`src/rtl/tssmg_pkg.sv`:
```
// Shared constants for the tilt/shake/spin motion generator.
package tssmg_pkg;

   localparam int unsigned CSR_IDX_W  = 3;
   localparam int unsigned CSR_DATA_W = 32;

   localparam logic [CSR_IDX_W-1:0] CSR_TILT_RATE     = 3'd0;
   localparam logic [CSR_IDX_W-1:0] CSR_SHAKE_RATE    = 3'd1;
   localparam logic [CSR_IDX_W-1:0] CSR_SPIN_RATE     = 3'd2;
   localparam logic [CSR_IDX_W-1:0] CSR_SHAKE_GAIN    = 3'd3;
   localparam logic [CSR_IDX_W-1:0] CSR_GRAVITY_SCALE = 3'd4;
   localparam logic [CSR_IDX_W-1:0] CSR_SPIN_AMP      = 3'd5;
   localparam logic [CSR_IDX_W-1:0] CSR_ALPHA_AMP     = 3'd6;

   localparam logic [31:0] RST_TILT_RATE     = 32'd22369621;
   localparam logic [31:0] RST_SHAKE_RATE    = 32'd38347922;
   localparam logic [31:0] RST_SPIN_RATE     = 32'd31956602;
   localparam logic [15:0] RST_SHAKE_GAIN    = 16'd8192;
   localparam logic [23:0] RST_GRAVITY_SCALE = 24'd2511360;
   localparam logic [23:0] RST_SPIN_AMP      = 24'd65536;
   localparam logic [23:0] RST_ALPHA_AMP     = 24'd49019;

   // quarter-wave sine polynomial coefficients
   localparam logic [16:0] SIN_A = 17'd51472;
   localparam logic [16:0] SIN_B = 17'd21025;
   localparam logic [15:0] SIN_C = 16'd2320;
   localparam logic [16:0] SIN_MAX = 17'd32767;

   // renormalize only above 0.1 in Q15
   localparam logic [17:0] NORM_MIN = 18'd3277;

   localparam int unsigned MUL_AW = 32;
   localparam int unsigned MUL_BW = 18;

   localparam int unsigned SQ_W   = 36;
   localparam int unsigned ROOT_W = 18;
   localparam int unsigned NUM_W  = 33;

endpackage

```
`src/rtl/tssmg_mul.sv`:
```
// Bit-serial shift-and-add unsigned multiplier, one multiplier bit per cycle.
module tssmg_mul #(
   parameter int unsigned AW = 32,
   parameter int unsigned BW = 18
) (
   input  logic             clock,
   input  logic             reset,
   input  logic             start,
   input  logic [AW-1:0]    a,
   input  logic [BW-1:0]    b,
   output logic             done,
   output logic [AW+BW-1:0] product
);
   localparam int unsigned CW = (BW > 1) ? $clog2(BW) : 1;

   logic [AW+BW-1:0] prod_ff, prod_in;
   logic [AW-1:0]    a_ff, a_in;
   logic [CW-1:0]    cnt_ff, cnt_in;
   logic             busy_ff, busy_in;
   logic             done_ff, done_in;
   logic [AW:0]      sum;

   assign sum = {1'b0, prod_ff[AW+BW-1:BW]} + (prod_ff[0] ? {1'b0, a_ff} : '0);

   always_comb begin
      prod_in = prod_ff;
      a_in    = a_ff;
      cnt_in  = cnt_ff;
      busy_in = busy_ff;
      done_in = 1'b0;
      if (start) begin
         a_in    = a;
         prod_in = {{AW{1'b0}}, b};
         cnt_in  = '0;
         busy_in = 1'b1;
      end else if (busy_ff) begin
         prod_in = {sum, prod_ff[BW-1:1]};
         cnt_in  = cnt_ff + 1'b1;
         if (cnt_ff == CW'(BW-1)) begin
            busy_in = 1'b0;
            done_in = 1'b1;
         end
      end
   end

   always_ff @(posedge clock) begin
      prod_ff <= prod_in;
      a_ff    <= a_in;
      cnt_ff  <= cnt_in;
      if (reset) begin
         busy_ff <= 1'b0;
         done_ff <= 1'b0;
      end else begin
         busy_ff <= busy_in;
         done_ff <= done_in;
      end
   end

   assign done    = done_ff;
   assign product = prod_ff;
endmodule

```
`src/rtl/tssmg_sine.sv`:
```
// Q1.15 sine of a 16-bit turn angle, polynomial evaluated on a serial multiplier.
module tssmg_sine (
   input  logic               clock,
   input  logic               reset,
   input  logic               start,
   input  logic [15:0]        angle,
   output logic               done,
   output logic signed [15:0] sine
);
   import tssmg_pkg::*;

   typedef enum logic [4:0] {
      S_IDLE = 5'b00001,
      S_SQ   = 5'b00010,
      S_C    = 5'b00100,
      S_B    = 5'b01000,
      S_A    = 5'b10000
   } sine_state_type;

   sine_state_type state_ff, state_in;
   logic [15:0] x_ff, x_in, x2_ff, x2_in, mid_ff, mid_in;
   logic [14:0] inner_ff, inner_in;
   logic        neg_ff, neg_in;
   logic signed [15:0] sine_ff, sine_in;
   logic        done_ff, done_in;
   logic        go_ff, go_in;
   logic [15:0] ma, mb;
   logic        m_done;
   logic [31:0] m_prod;
   logic [14:0] frac;
   logic [16:0] y;

   tssmg_mul #(.AW(16), .BW(16)) u_mul (
      .clock(clock), .reset(reset), .start(go_ff), .a(ma), .b(mb),
      .done(m_done), .product(m_prod)
   );

   assign frac = {angle[13:0], 1'b0};
   assign y    = (m_prod[31:15] > SIN_MAX) ? SIN_MAX : m_prod[31:15];

   always_comb begin
      unique case (state_ff)
         S_SQ:    begin ma = x_ff;  mb = x_ff;   end
         S_C:     begin ma = x2_ff; mb = SIN_C;  end
         S_B:     begin ma = x2_ff; mb = {1'b0, inner_ff}; end
         S_A:     begin ma = x_ff;  mb = mid_ff; end
         default: begin ma = '0;    mb = '0;     end
      endcase
   end

   always_comb begin
      state_in = state_ff;
      x_in     = x_ff;
      x2_in    = x2_ff;
      inner_in = inner_ff;
      mid_in   = mid_ff;
      neg_in   = neg_ff;
      sine_in  = sine_ff;
      done_in  = 1'b0;
      go_in    = 1'b0;
      unique case (state_ff)
         S_IDLE: begin
            if (start) begin
               // mirror odd quadrants, negate the second half turn
               x_in     = angle[14] ? 16'(17'd32768 - {2'b0, frac}) : {1'b0, frac};
               neg_in   = angle[15];
               go_in    = 1'b1;
               state_in = S_SQ;
            end
         end
         S_SQ: begin
            if (m_done) begin
               x2_in    = m_prod[30:15];
               go_in    = 1'b1;
               state_in = S_C;
            end
         end
         S_C: begin
            if (m_done) begin
               inner_in = 15'(SIN_B - m_prod[31:15]);
               go_in    = 1'b1;
               state_in = S_B;
            end
         end
         S_B: begin
            if (m_done) begin
               mid_in   = 16'(SIN_A - m_prod[31:15]);
               go_in    = 1'b1;
               state_in = S_A;
            end
         end
         S_A: begin
            if (m_done) begin
               sine_in  = neg_ff ? -$signed(16'(y)) : $signed(16'(y));
               done_in  = 1'b1;
               state_in = S_IDLE;
            end
         end
         default: state_in = S_IDLE;
      endcase
   end

   always_ff @(posedge clock) begin
      x_ff     <= x_in;
      x2_ff    <= x2_in;
      inner_ff <= inner_in;
      mid_ff   <= mid_in;
      neg_ff   <= neg_in;
      sine_ff  <= sine_in;
      if (reset) begin
         state_ff <= S_IDLE;
         done_ff  <= 1'b0;
         go_ff    <= 1'b0;
      end else begin
         state_ff <= state_in;
         done_ff  <= done_in;
         go_ff    <= go_in;
      end
   end

   assign done = done_ff;
   assign sine = sine_ff;
endmodule

```
`src/rtl/tssmg_root.sv`:
```
// Floor square root, one result bit (two radicand bits) per cycle.
module tssmg_root (
   input  logic                          clock,
   input  logic                          reset,
   input  logic                          start,
   input  logic [tssmg_pkg::SQ_W-1:0]    radicand,
   output logic                          done,
   output logic [tssmg_pkg::ROOT_W-1:0]  root
);
   import tssmg_pkg::*;

   logic [SQ_W-1:0]   rad_ff, rad_in;
   logic [ROOT_W-1:0] root_ff, root_in;
   logic [ROOT_W+2:0] rem_ff, rem_in, rem_sh, trial;
   logic [4:0]        cnt_ff, cnt_in;
   logic              busy_ff, busy_in, done_ff, done_in;

   assign rem_sh = {rem_ff[ROOT_W:0], rad_ff[SQ_W-1 -: 2]};
   assign trial  = {1'b0, root_ff, 2'b01};

   always_comb begin
      rad_in  = rad_ff;
      root_in = root_ff;
      rem_in  = rem_ff;
      cnt_in  = cnt_ff;
      busy_in = busy_ff;
      done_in = 1'b0;
      if (start) begin
         rad_in  = radicand;
         root_in = '0;
         rem_in  = '0;
         cnt_in  = '0;
         busy_in = 1'b1;
      end else if (busy_ff) begin
         rad_in = {rad_ff[SQ_W-3:0], 2'b00};
         if (rem_sh >= trial) begin
            rem_in  = rem_sh - trial;
            root_in = {root_ff[ROOT_W-2:0], 1'b1};
         end else begin
            rem_in  = rem_sh;
            root_in = {root_ff[ROOT_W-2:0], 1'b0};
         end
         cnt_in = cnt_ff + 1'b1;
         if (cnt_ff == 5'(ROOT_W-1)) begin
            busy_in = 1'b0;
            done_in = 1'b1;
         end
      end
   end

   always_ff @(posedge clock) begin
      rad_ff  <= rad_in;
      root_ff <= root_in;
      rem_ff  <= rem_in;
      cnt_ff  <= cnt_in;
      if (reset) begin
         busy_ff <= 1'b0;
         done_ff <= 1'b0;
      end else begin
         busy_ff <= busy_in;
         done_ff <= done_in;
      end
   end

   assign done = done_ff;
   assign root = root_ff;
endmodule

```
`src/rtl/tssmg_div.sv`:
```
// Restoring unsigned divider, one quotient bit per cycle.
module tssmg_div (
   input  logic                          clock,
   input  logic                          reset,
   input  logic                          start,
   input  logic [tssmg_pkg::NUM_W-1:0]   numer,
   input  logic [tssmg_pkg::ROOT_W-1:0]  denom,
   output logic                          done,
   output logic [tssmg_pkg::NUM_W-1:0]   quot
);
   import tssmg_pkg::*;

   logic [NUM_W-1:0]  num_ff, num_in;
   logic [ROOT_W-1:0] den_ff, den_in;
   logic [ROOT_W:0]   rem_ff, rem_in, rem_sh;
   logic [5:0]        cnt_ff, cnt_in;
   logic              busy_ff, busy_in, done_ff, done_in;
   logic              fits;

   assign rem_sh = {rem_ff[ROOT_W-1:0], num_ff[NUM_W-1]};
   assign fits   = rem_sh >= {1'b0, den_ff};

   always_comb begin
      num_in  = num_ff;
      den_in  = den_ff;
      rem_in  = rem_ff;
      cnt_in  = cnt_ff;
      busy_in = busy_ff;
      done_in = 1'b0;
      if (start) begin
         num_in  = numer;
         den_in  = denom;
         rem_in  = '0;
         cnt_in  = '0;
         busy_in = 1'b1;
      end else if (busy_ff) begin
         // shift quotient bits in behind the numerator
         num_in = {num_ff[NUM_W-2:0], fits};
         rem_in = fits ? rem_sh - {1'b0, den_ff} : rem_sh;
         cnt_in = cnt_ff + 1'b1;
         if (cnt_ff == 6'(NUM_W-1)) begin
            busy_in = 1'b0;
            done_in = 1'b1;
         end
      end
   end

   always_ff @(posedge clock) begin
      num_ff <= num_in;
      den_ff <= den_in;
      rem_ff <= rem_in;
      cnt_ff <= cnt_in;
      if (reset) begin
         busy_ff <= 1'b0;
         done_ff <= 1'b0;
      end else begin
         busy_ff <= busy_in;
         done_ff <= done_in;
      end
   end

   assign done = done_ff;
   assign quot = num_ff;
endmodule

```
`src/rtl/tilt_shake_spin_motion_generator.sv`:
```
// Flow per accepted request, the two divides skipped when the sum is too short to normalize:
// twelve serial products, five sines (four 16-bit products each), the root, two divides,
// then the load of the output register.
// Throughput: one transaction at a time; the next request is taken the cycle after the result
// is handed to the output register, which waits for rsp_tready.
// Reset (synchronous): phases cleared, registers to defaults, no result pending.
module tilt_shake_spin_motion_generator #(
   parameter int unsigned PHASE_BITS = 32
) (
   input  logic                                clock,
   input  logic                                reset,
   input  logic                                csr_wr_en,
   input  logic [tssmg_pkg::CSR_IDX_W-1:0]     csr_index,
   input  logic [tssmg_pkg::CSR_DATA_W-1:0]    csr_wdata,
   input  logic                                req_tvalid,
   output logic                                req_tready,
   input  logic [15:0]                         req_tdata,   // [15:0] dt
   input  logic                                req_tuser,   // [0] op
   output logic                                rsp_tvalid,
   input  logic                                rsp_tready,
   // [31:0] gravity_x, [63:32] gravity_y, [88:64] spin_z, [113:89] spin_accel_z, zero pad
   output logic [119:0]                        rsp_tdata
);
   import tssmg_pkg::*;

   typedef enum logic [15:0] {
      ST_IDLE = 16'h0001, ST_PH   = 16'h0002, ST_SIN  = 16'h0004, ST_K    = 16'h0008,
      ST_KC   = 16'h0010, ST_KS   = 16'h0020, ST_SQX  = 16'h0040, ST_SQY  = 16'h0080,
      ST_ROOT = 16'h0100, ST_DIVX = 16'h0200, ST_DIVY = 16'h0400, ST_GX   = 16'h0800,
      ST_GY   = 16'h1000, ST_WZ   = 16'h2000, ST_AZ   = 16'h4000, ST_OUT  = 16'h8000
   } seq_state_type;

   localparam int unsigned PW = MUL_AW + MUL_BW;

   seq_state_type state_ff, state_in;

   logic [31:0] tilt_rate_ff, shake_rate_ff, spin_rate_ff;
   logic [15:0] shake_gain_ff;
   logic [23:0] gravity_scale_ff, spin_amp_ff, alpha_amp_ff;

   logic [PHASE_BITS-1:0] tilt_ph_ff, tilt_ph_in, shake_ph_ff, shake_ph_in;
   logic [PHASE_BITS-1:0] spin_ph_ff, spin_ph_in, inc, cur_ph;
   logic [15:0]           dt_ff, dt_in;
   logic [2:0]            idx_ff, idx_in;

   logic signed [15:0] sx_ff, sx_in, cy_ff, cy_in, ss_ff, ss_in;
   logic signed [15:0] sp_ff, sp_in, cp_ff, cp_in;
   logic signed [18:0] k_ff, k_in, ax_ff, ax_in, ay_ff, ay_in;
   logic [SQ_W-1:0]    sq_ff, sq_in;
   logic [ROOT_W-1:0]  m_ff, m_in;
   logic [31:0]        gx_ff, gx_in, gy_ff, gy_in;
   logic [24:0]        wz_ff, wz_in, az_ff, az_in;

   logic         rsp_valid_ff, rsp_valid_in;
   logic [119:0] rsp_data_ff, rsp_data_in;

   logic              mul_go_ff, mul_go_in, sin_go_ff, sin_go_in;
   logic              root_go_ff, root_go_in, div_go_ff, div_go_in;
   logic [MUL_AW-1:0] ma;
   logic [MUL_BW-1:0] mb;
   logic              m_neg, m_done;
   logic [PW-1:0]     m_prod;
   logic [47:0]       inc_ext;
   logic signed [PW:0] sval, num;
   logic [15:0]       sin_angle;
   logic              sin_done;
   logic signed [15:0] sin_val;
   logic              root_done;
   logic [ROOT_W-1:0] root_val;
   logic              div_done, div_neg;
   logic [NUM_W-1:0]  div_num, div_q;
   logic [17:0]       k_mag, ax_mag, ay_mag, sx_mag, cy_mag, ss_mag, sp_mag, cp_mag;
   logic [18:0]       q_ext;
   logic              req_acc;

   // ---------------------------------------------------------------- config
   always_ff @(posedge clock) begin
      if (reset) begin
         tilt_rate_ff     <= RST_TILT_RATE;
         shake_rate_ff    <= RST_SHAKE_RATE;
         spin_rate_ff     <= RST_SPIN_RATE;
         shake_gain_ff    <= RST_SHAKE_GAIN;
         gravity_scale_ff <= RST_GRAVITY_SCALE;
         spin_amp_ff      <= RST_SPIN_AMP;
         alpha_amp_ff     <= RST_ALPHA_AMP;
      end else if (csr_wr_en) begin
         unique case (csr_index)
            CSR_TILT_RATE:     tilt_rate_ff     <= csr_wdata;
            CSR_SHAKE_RATE:    shake_rate_ff    <= csr_wdata;
            CSR_SPIN_RATE:     spin_rate_ff     <= csr_wdata;
            CSR_SHAKE_GAIN:    shake_gain_ff    <= csr_wdata[15:0];
            CSR_GRAVITY_SCALE: gravity_scale_ff <= csr_wdata[23:0];
            CSR_SPIN_AMP:      spin_amp_ff      <= csr_wdata[23:0];
            CSR_ALPHA_AMP:     alpha_amp_ff     <= csr_wdata[23:0];
            default:           ;
         endcase
      end
   end

   // ---------------------------------------------------------------- units
   tssmg_mul #(.AW(MUL_AW), .BW(MUL_BW)) u_mul (
      .clock(clock), .reset(reset), .start(mul_go_ff), .a(ma), .b(mb),
      .done(m_done), .product(m_prod)
   );

   tssmg_sine u_sine (
      .clock(clock), .reset(reset), .start(sin_go_ff), .angle(sin_angle),
      .done(sin_done), .sine(sin_val)
   );

   tssmg_root u_root (
      .clock(clock), .reset(reset), .start(root_go_ff), .radicand(sq_ff),
      .done(root_done), .root(root_val)
   );

   tssmg_div u_div (
      .clock(clock), .reset(reset), .start(div_go_ff), .numer(div_num), .denom(m_ff),
      .done(div_done), .quot(div_q)
   );

   // ---------------------------------------------------------------- datapath
   assign k_mag  = k_ff[18]  ? 18'(-k_ff)  : 18'(k_ff);
   assign ax_mag = ax_ff[18] ? 18'(-ax_ff) : 18'(ax_ff);
   assign ay_mag = ay_ff[18] ? 18'(-ay_ff) : 18'(ay_ff);
   assign sx_mag = sx_ff[15] ? 18'(-sx_ff) : 18'(sx_ff);
   assign cy_mag = cy_ff[15] ? 18'(-cy_ff) : 18'(cy_ff);
   assign ss_mag = ss_ff[15] ? 18'(-ss_ff) : 18'(ss_ff);
   assign sp_mag = sp_ff[15] ? 18'(-sp_ff) : 18'(sp_ff);
   assign cp_mag = cp_ff[15] ? 18'(-cp_ff) : 18'(cp_ff);

   always_comb begin
      unique case (state_ff)
         ST_PH: begin
            unique case (idx_ff)
               3'd0:    ma = tilt_rate_ff;
               3'd1:    ma = shake_rate_ff;
               default: ma = spin_rate_ff;
            endcase
            mb = {2'b00, dt_ff}; m_neg = 1'b0;
         end
         ST_K:    begin ma = 32'(shake_gain_ff);    mb = ss_mag; m_neg = ss_ff[15]; end
         ST_KC:   begin ma = 32'(k_mag);  mb = cy_mag; m_neg = k_ff[18] ^ cy_ff[15]; end
         ST_KS:   begin ma = 32'(k_mag);  mb = sx_mag; m_neg = k_ff[18] ^ sx_ff[15]; end
         ST_SQX:  begin ma = 32'(ax_mag); mb = ax_mag; m_neg = 1'b0; end
         ST_SQY:  begin ma = 32'(ay_mag); mb = ay_mag; m_neg = 1'b0; end
         ST_GX:   begin ma = 32'(gravity_scale_ff); mb = ax_mag; m_neg = ax_ff[18]; end
         ST_GY:   begin ma = 32'(gravity_scale_ff); mb = ay_mag; m_neg = ay_ff[18]; end
         ST_WZ:   begin ma = 32'(spin_amp_ff);  mb = sp_mag; m_neg = sp_ff[15]; end
         ST_AZ:   begin ma = 32'(alpha_amp_ff); mb = cp_mag; m_neg = cp_ff[15]; end
         default: begin ma = '0; mb = '0; m_neg = 1'b0; end
      endcase
   end

   assign sval = m_neg ? -$signed({1'b0, m_prod}) : $signed({1'b0, m_prod});

   // rate*dt is in 2^-44 turn; align to 2^-48 and keep the top PHASE_BITS
   assign inc_ext = {m_prod[43:0], 4'b0000};
   assign inc     = inc_ext[47 -: PHASE_BITS];

   always_comb begin
      unique case (idx_ff)
         3'd0:    cur_ph = tilt_ph_ff;
         3'd1:    cur_ph = shake_ph_ff;
         default: cur_ph = spin_ph_ff;
      endcase
   end

   always_comb begin
      unique case (idx_ff)
         3'd0:    sin_angle = tilt_ph_ff[PHASE_BITS-1 -: 16];
         3'd1:    sin_angle = tilt_ph_ff[PHASE_BITS-1 -: 16] + 16'h4000;
         3'd2:    sin_angle = shake_ph_ff[PHASE_BITS-1 -: 16];
         3'd3:    sin_angle = spin_ph_ff[PHASE_BITS-1 -: 16];
         default: sin_angle = spin_ph_ff[PHASE_BITS-1 -: 16] + 16'h4000;
      endcase
   end

   always_comb begin
      if (state_ff == ST_KC) num = ($signed((PW+1)'(sx_ff)) <<< 15) - sval;
      else                   num = ($signed((PW+1)'(cy_ff)) <<< 15) + sval;
   end

   assign div_neg = (state_ff == ST_DIVY) ? ay_ff[18] : ax_ff[18];
   assign div_num = (state_ff == ST_DIVY) ? {ay_mag[17:0], 15'b0} : {ax_mag[17:0], 15'b0};
   assign q_ext   = {1'b0, div_q[17:0]};

   assign req_tready = (state_ff == ST_IDLE);
   assign req_acc    = req_tvalid && req_tready;

   // ---------------------------------------------------------------- sequencer
   always_comb begin
      state_in    = state_ff;
      tilt_ph_in  = tilt_ph_ff;
      shake_ph_in = shake_ph_ff;
      spin_ph_in  = spin_ph_ff;
      dt_in       = dt_ff;
      idx_in      = idx_ff;
      sx_in = sx_ff; cy_in = cy_ff; ss_in = ss_ff; sp_in = sp_ff; cp_in = cp_ff;
      k_in  = k_ff;  ax_in = ax_ff; ay_in = ay_ff;
      sq_in = sq_ff; m_in  = m_ff;
      gx_in = gx_ff; gy_in = gy_ff; wz_in = wz_ff; az_in = az_ff;
      rsp_valid_in = rsp_valid_ff && !rsp_tready;
      rsp_data_in  = rsp_data_ff;
      mul_go_in  = 1'b0;
      sin_go_in  = 1'b0;
      root_go_in = 1'b0;
      div_go_in  = 1'b0;
      unique case (state_ff)
         ST_IDLE: begin
            if (req_acc) begin
               dt_in = req_tdata;
               if (req_tuser) begin
                  tilt_ph_in  = '0;
                  shake_ph_in = '0;
                  spin_ph_in  = '0;
               end
               idx_in    = 3'd0;
               mul_go_in = 1'b1;
               state_in  = ST_PH;
            end
         end
         ST_PH: begin
            if (m_done) begin
               unique case (idx_ff)
                  3'd0:    tilt_ph_in  = cur_ph + inc;
                  3'd1:    shake_ph_in = cur_ph + inc;
                  default: spin_ph_in  = cur_ph + inc;
               endcase
               if (idx_ff == 3'd2) begin
                  idx_in    = 3'd0;
                  sin_go_in = 1'b1;
                  state_in  = ST_SIN;
               end else begin
                  idx_in    = idx_ff + 3'd1;
                  mul_go_in = 1'b1;
               end
            end
         end
         ST_SIN: begin
            if (sin_done) begin
               unique case (idx_ff)
                  3'd0:    sx_in = sin_val;
                  3'd1:    cy_in = sin_val;
                  3'd2:    ss_in = sin_val;
                  3'd3:    sp_in = sin_val;
                  default: cp_in = sin_val;
               endcase
               if (idx_ff == 3'd4) begin
                  idx_in    = 3'd0;
                  mul_go_in = 1'b1;
                  state_in  = ST_K;
               end else begin
                  idx_in    = idx_ff + 3'd1;
                  sin_go_in = 1'b1;
               end
            end
         end
         ST_K: begin
            if (m_done) begin
               k_in      = 19'(sval >>> 14);
               mul_go_in = 1'b1;
               state_in  = ST_KC;
            end
         end
         ST_KC: begin
            if (m_done) begin
               ax_in     = 19'(num >>> 15);
               mul_go_in = 1'b1;
               state_in  = ST_KS;
            end
         end
         ST_KS: begin
            if (m_done) begin
               ay_in     = 19'(num >>> 15);
               mul_go_in = 1'b1;
               state_in  = ST_SQX;
            end
         end
         ST_SQX: begin
            if (m_done) begin
               sq_in     = m_prod[SQ_W-1:0];
               mul_go_in = 1'b1;
               state_in  = ST_SQY;
            end
         end
         ST_SQY: begin
            if (m_done) begin
               sq_in      = sq_ff + m_prod[SQ_W-1:0];
               root_go_in = 1'b1;
               state_in   = ST_ROOT;
            end
         end
         ST_ROOT: begin
            if (root_done) begin
               m_in = root_val;
               // short vector: scale as it stands
               if (root_val > NORM_MIN) begin
                  div_go_in = 1'b1;
                  state_in  = ST_DIVX;
               end else begin
                  mul_go_in = 1'b1;
                  state_in  = ST_GX;
               end
            end
         end
         ST_DIVX: begin
            if (div_done) begin
               ax_in     = div_neg ? -$signed(q_ext) : $signed(q_ext);
               div_go_in = 1'b1;
               state_in  = ST_DIVY;
            end
         end
         ST_DIVY: begin
            if (div_done) begin
               ay_in     = div_neg ? -$signed(q_ext) : $signed(q_ext);
               mul_go_in = 1'b1;
               state_in  = ST_GX;
            end
         end
         ST_GX: begin
            if (m_done) begin
               gx_in     = 32'(sval >>> 15);
               mul_go_in = 1'b1;
               state_in  = ST_GY;
            end
         end
         ST_GY: begin
            if (m_done) begin
               gy_in     = 32'(sval >>> 15);
               mul_go_in = 1'b1;
               state_in  = ST_WZ;
            end
         end
         ST_WZ: begin
            if (m_done) begin
               wz_in     = 25'(sval >>> 15);
               mul_go_in = 1'b1;
               state_in  = ST_AZ;
            end
         end
         ST_AZ: begin
            if (m_done) begin
               az_in    = 25'(sval >>> 15);
               state_in = ST_OUT;
            end
         end
         ST_OUT: begin
            // hold until the output register is free
            if (!rsp_valid_ff || rsp_tready) begin
               rsp_data_in  = {6'b0, az_ff, wz_ff, gy_ff, gx_ff};
               rsp_valid_in = 1'b1;
               state_in     = ST_IDLE;
            end
         end
         default: state_in = ST_IDLE;
      endcase
   end

   always_ff @(posedge clock) begin
      dt_ff  <= dt_in;
      idx_ff <= idx_in;
      sx_ff <= sx_in; cy_ff <= cy_in; ss_ff <= ss_in; sp_ff <= sp_in; cp_ff <= cp_in;
      k_ff  <= k_in;  ax_ff <= ax_in; ay_ff <= ay_in;
      sq_ff <= sq_in; m_ff  <= m_in;
      gx_ff <= gx_in; gy_ff <= gy_in; wz_ff <= wz_in; az_ff <= az_in;
      rsp_data_ff <= rsp_data_in;
      if (reset) begin
         state_ff     <= ST_IDLE;
         tilt_ph_ff   <= '0;
         shake_ph_ff  <= '0;
         spin_ph_ff   <= '0;
         rsp_valid_ff <= 1'b0;
         mul_go_ff    <= 1'b0;
         sin_go_ff    <= 1'b0;
         root_go_ff   <= 1'b0;
         div_go_ff    <= 1'b0;
      end else begin
         state_ff     <= state_in;
         tilt_ph_ff   <= tilt_ph_in;
         shake_ph_ff  <= shake_ph_in;
         spin_ph_ff   <= spin_ph_in;
         rsp_valid_ff <= rsp_valid_in;
         mul_go_ff    <= mul_go_in;
         sin_go_ff    <= sin_go_in;
         root_go_ff   <= root_go_in;
         div_go_ff    <= div_go_in;
      end
   end

   assign rsp_tvalid = rsp_valid_ff;
   assign rsp_tdata  = rsp_data_ff;
endmodule
```
`config.mk`:
```
export PLATFORM = sky130hd
export DESIGN_NAME = tilt_shake_spin_motion_generator
export DESIGN_NICKNAME = d
export VERILOG_FILES = /design/src/rtl/tssmg_pkg.sv /design/src/rtl/tssmg_mul.sv /design/src/rtl/tssmg_sine.sv /design/src/rtl/tssmg_root.sv /design/src/rtl/tssmg_div.sv /design/src/rtl/tilt_shake_spin_motion_generator.sv
export SDC_FILE = /design/constraint.sdc
export NUM_CORES = 2
export LEC_CHECK = 0
export BUFFER_PORTS_ARGS = -buffer_cell sky130_fd_sc_hd__buf_4
export CAP_MARGIN = 20
export CORE_MARGIN = 4
export CORE_UTILIZATION = 38
export CTS_CLUSTER_SIZE = 28
export DETAILED_ROUTE_END_ITERATION = 6
export PLACE_DENSITY = 0.56
export SLEW_MARGIN = 30
export SYNTH_ARGS = -nofsm -noshare
export SYNTH_HDL_FRONTEND = slang
export SYNTH_SLANG_ARGS = --single-unit
```
`constraint.sdc`:
```
create_clock -name clock -period 6.87 [get_ports clock]
set_clock_uncertainty 0.05 [all_clocks]
set_input_delay 1.374 -clock clock [delete_from_list [all_inputs] [get_ports clock]]
set_output_delay 1.374 -clock clock [all_outputs]
set_load 0.005 [all_outputs]
```
==> flow_metrics.env <==
export IMPL_fin_setup_tns_ps=0
export IMPL_reg2reg_to="ax_ff[18]$_DFFE_PP_"
export IMPL_clk_latency_ps=790
export IMPL_final_max_slew_viol_count=0
export IMPL_cts_resized=0
export IMPL_cts_sinks=1125
export IMPL_ant_nets=0
export IMPL_hold_end="rsp_tdata[104]$_DFFE_PP_"
export IMPL_first_pass_iters=7
export IMPL_cts_root_buffer_cell="clkbuf_16"
export IMPL_status="complete, no violations"
export IMPL_ys_ff_latch=1125
export IMPL_utilization_pct=43.9
export IMPL_power_uw=20100
export IMPL_layout_commonest_cell="nand2_1"
export IMPL_yosysWarnings=0
export IMPL_cp_max_fo=10
export IMPL_worstHoldStart="az_ff[15]$_DFFE_PP_"
export IMPL_power_leakage_uw=0.0241
export IMPL_worst_pin_slew_ps=1200
export IMPL_via_count=44700
export IMPL_syn_inst=5722
export IMPL_finalWorstSetupSlack_ps=464
export IMPL_postCtsSetupRepairBufs=0
export IMPL_hpwlAfterDp_um=131000
export IMPL_drc_errors=0
export IMPL_grt_max_degree=111
export IMPL_max_cap_violations=0
export IMPL_die_w_um=395
export IMPL_io_pins=179
export IMPL_design_die_area_um2=156000
export IMPL_synth_avg_cell_area_um2=9.96
export IMPL_wl_per_cell_um=23.0
export IMPL_final_cell_mix="nand2_1, edfxtp_1, a21oi_1"
export IMPL_fp_dieH_um=395
export IMPL_viasPerCell=5.62
export IMPL_hold_buffers=0
export IMPL_initial_utilization_pct=38.4
export IMPL_seq_area_frac_synth_pct=51.6
export IMPL_hold_slack_ps=362
export IMPL_path_class="flop to flop"
export IMPL_r2r_setup_slack_ps=460
export IMPL_required_ps=7310
export IMPL_nNetsFinal=6127
export IMPL_wl_um=183000
export IMPL_synth_edf_count=686
export IMPL_yosysTopAreaCell="edfxtp_1"
export IMPL_grt_pass1_vias=41600
export IMPL_setup_viol=0
export IMPL_r2r_start="state_ff[9]$_SDFFE_PP0P_"
export IMPL_grtUsageTotal_pct=22.6
export IMPL_worstPathArrival_ps=6850
export IMPL_numCtsBuffers=131
export IMPL_synth_top_cell_area_share_pct=36.2
export IMPL_fp_row_count=141
export IMPL_grt_pass1_wl_um=270000
export IMPL_ir_drop_mv=0.260
export IMPL_synthDistinctLibCells=91
export IMPL_drt_initial_drc_count=4788
export IMPL_htree_levels=4
export IMPL_hold_depth=0
export IMPL_clk_pin_slew_ps=70
export IMPL_cts_tree="yes"
export IMPL_core_area_um2=148000
export IMPL_timing_fmax_mhz=156
export IMPL_hold_viol_final=0
export IMPL_rsz0062_at_grt="no"
export IMPL_antenna_found_initial=13
export IMPL_gp_congestion=0.963
export IMPL_hold_path_class="flop to flop"
export IMPL_overflow=0
export IMPL_clock_path_buffers=3
export IMPL_ys_flop_type="edfxtp_1"
export IMPL_startpoint_type="flop"
export IMPL_post_route_min_period_ps=6410
export IMPL_synthArstFlopShare_pct=0
export IMPL_syn_cell_area_um2=57000
export IMPL_fillers=14200
export IMPL_dp_slack_ps=629
export IMPL_timing_final_crit_share_pct=93.2
export IMPL_cp_end_kind="flop"
export IMPL_reg2reg_depth=23
export IMPL_p_per_area_nw_per_um2=309
export IMPL_slew_headroom_pct=19.2
export IMPL_port_buffers=172
export IMPL_drive_gt1_share_pct=10.4
export IMPL_synthTopCellsByArea="edfxtp_1, dfxtp_1, nand2_1, ha_1, a21oi_1"
export IMPL_syn2layout_area_growth_pct=14.3
==> Yosys cell counts (77+ instances only) <==
master	n
a21o_1	78
a21oi_1	481
clkbuf_1	263
dfxtp_1	439
edfxtp_1	686
ha_1	216
inv_1	207
mux2i_1	98
nand2_1	831
nand3_1	77
nand3b_1	98
nor2_1	431
nor3_1	91
o21ai_0	263
xnor2_1	212
xor2_1	141
==> sequential cells by signal (all words and copies together), names as in the netlist, 33 cells and up <==
signal / flops
u_mul.product: 50
rsp_tdata: 114
u_div.quot: 33
sq_ff: 36
u_root.rad_ff: 36
==> layer usage <==
layer  GRT usage [%]  vias up  wire length, um
li1                -    21000                -
met4            8.33        8             6430
met3            4.60      326            16400
met5               0        -               55
met2            34.2     1767            79500
met1            32.1    21600            80400
==> critical path, cell delays in order (launching register included) <==
cell	delay (ps)
dfxtp_1	400
or4_1	720
nor3_1	530
nand4_1	180
and4b_1	370
nand2_1	320
o41ai_1	150
xnor2_1	160
buf_4	210
inv_1	60
ha_1	370
a21oi_1	300
o21bai_1	100
a21o_1	190
a21o_1	170
a21o_1	160
a21o_1	160
a21o_1	190
a41oi_2	210
o21ai_1	120
or4_1	410
a31oi_1	280
xnor2_1	190
o21ai_1	100
==> report_power, final <==
part,switching (uW),internal (uW),leakage (uW),total (uW)
logic,3110,1850,0.0122,4970
clock network,2920,4050,0.00209,6970
registers,571,7640,0.00982,8210
==> logic make-up (layout without fill, tap and decap cells) <==
family | count (synthesis) | in the layout | synth area share [%]
AO/OA/AOI/OAI | 1406 | 1406 | 15.8
XOR/XNOR | 354 | 354 | 5.45
adder cells (fa/ha/maj) | 223 | 223 | 4.97
buffers and inverters | 512 | 742 | 3.42
flip-flops | 1125 | 1125 | 51.6
multiplexers | 143 | 143 | 2.61
other | 1 | 10 | 0.00658
AND/OR/NAND/NOR | 1958 | 1958 | 16.2
==> how the worst max path moves through the flow <==
stage	endpoint	slack, ps	start	cells past startpoint
6_report	ax_ff[18]$_DFFE_PP_	460	state_ff[9]$_SDFFE_PP0P_	23
5_1_grt	ax_ff[18]$_DFFE_PP_	30	state_ff[9]$_SDFFE_PP0P_	22
4_1_cts	ax_ff[18]$_DFFE_PP_	600	state_ff[9]$_SDFFE_PP0P_	22
3_5_place_dp	ax_ff[18]$_DFFE_PP_	630	state_ff[9]$_SDFFE_PP0P_	23
3_3_place_gp	ax_ff[18]$_DFFE_PP_	660	state_ff[8]$_SDFFE_PP0P_	23
2_1_floorplan	ax_ff[18]$_DFFE_PP_	1080	state_ff[8]$_SDFFE_PP0P_	26
==> cell type report <==
| class | instances | area (um2) | area share, % |
|---|---|---|---|
| multi-input cells | 4090 | 25900 | 39.8 |
| clock inverters | 64 | 727 | 1.12 |
| diodes | 4 | 10.0 | 0.0154 |
| clock buffers | 178 | 3580 | 5.49 |
| flip-flops and latches | 1125 | 29400 | 45.1 |
| well taps | 2002 | 2500 | 3.85 |
| repair buffers | 291 | 2210 | 3.39 |
| inverters | 209 | 786 | 1.21 |
==> through the flow <==
| stage | std cells | instance area, um2 |
|---|---|---|
| global route | 7961 | 65100 |
| global placement | 7713 | 60700 |
| finish | 7963 | 65100 |
| floorplan | 5727 | 57000 |
| detailed placement | 7715 | 60800 |
| CTS | 7957 | 65100 |
No activity file was read; power rests on OpenSTA's default activity.
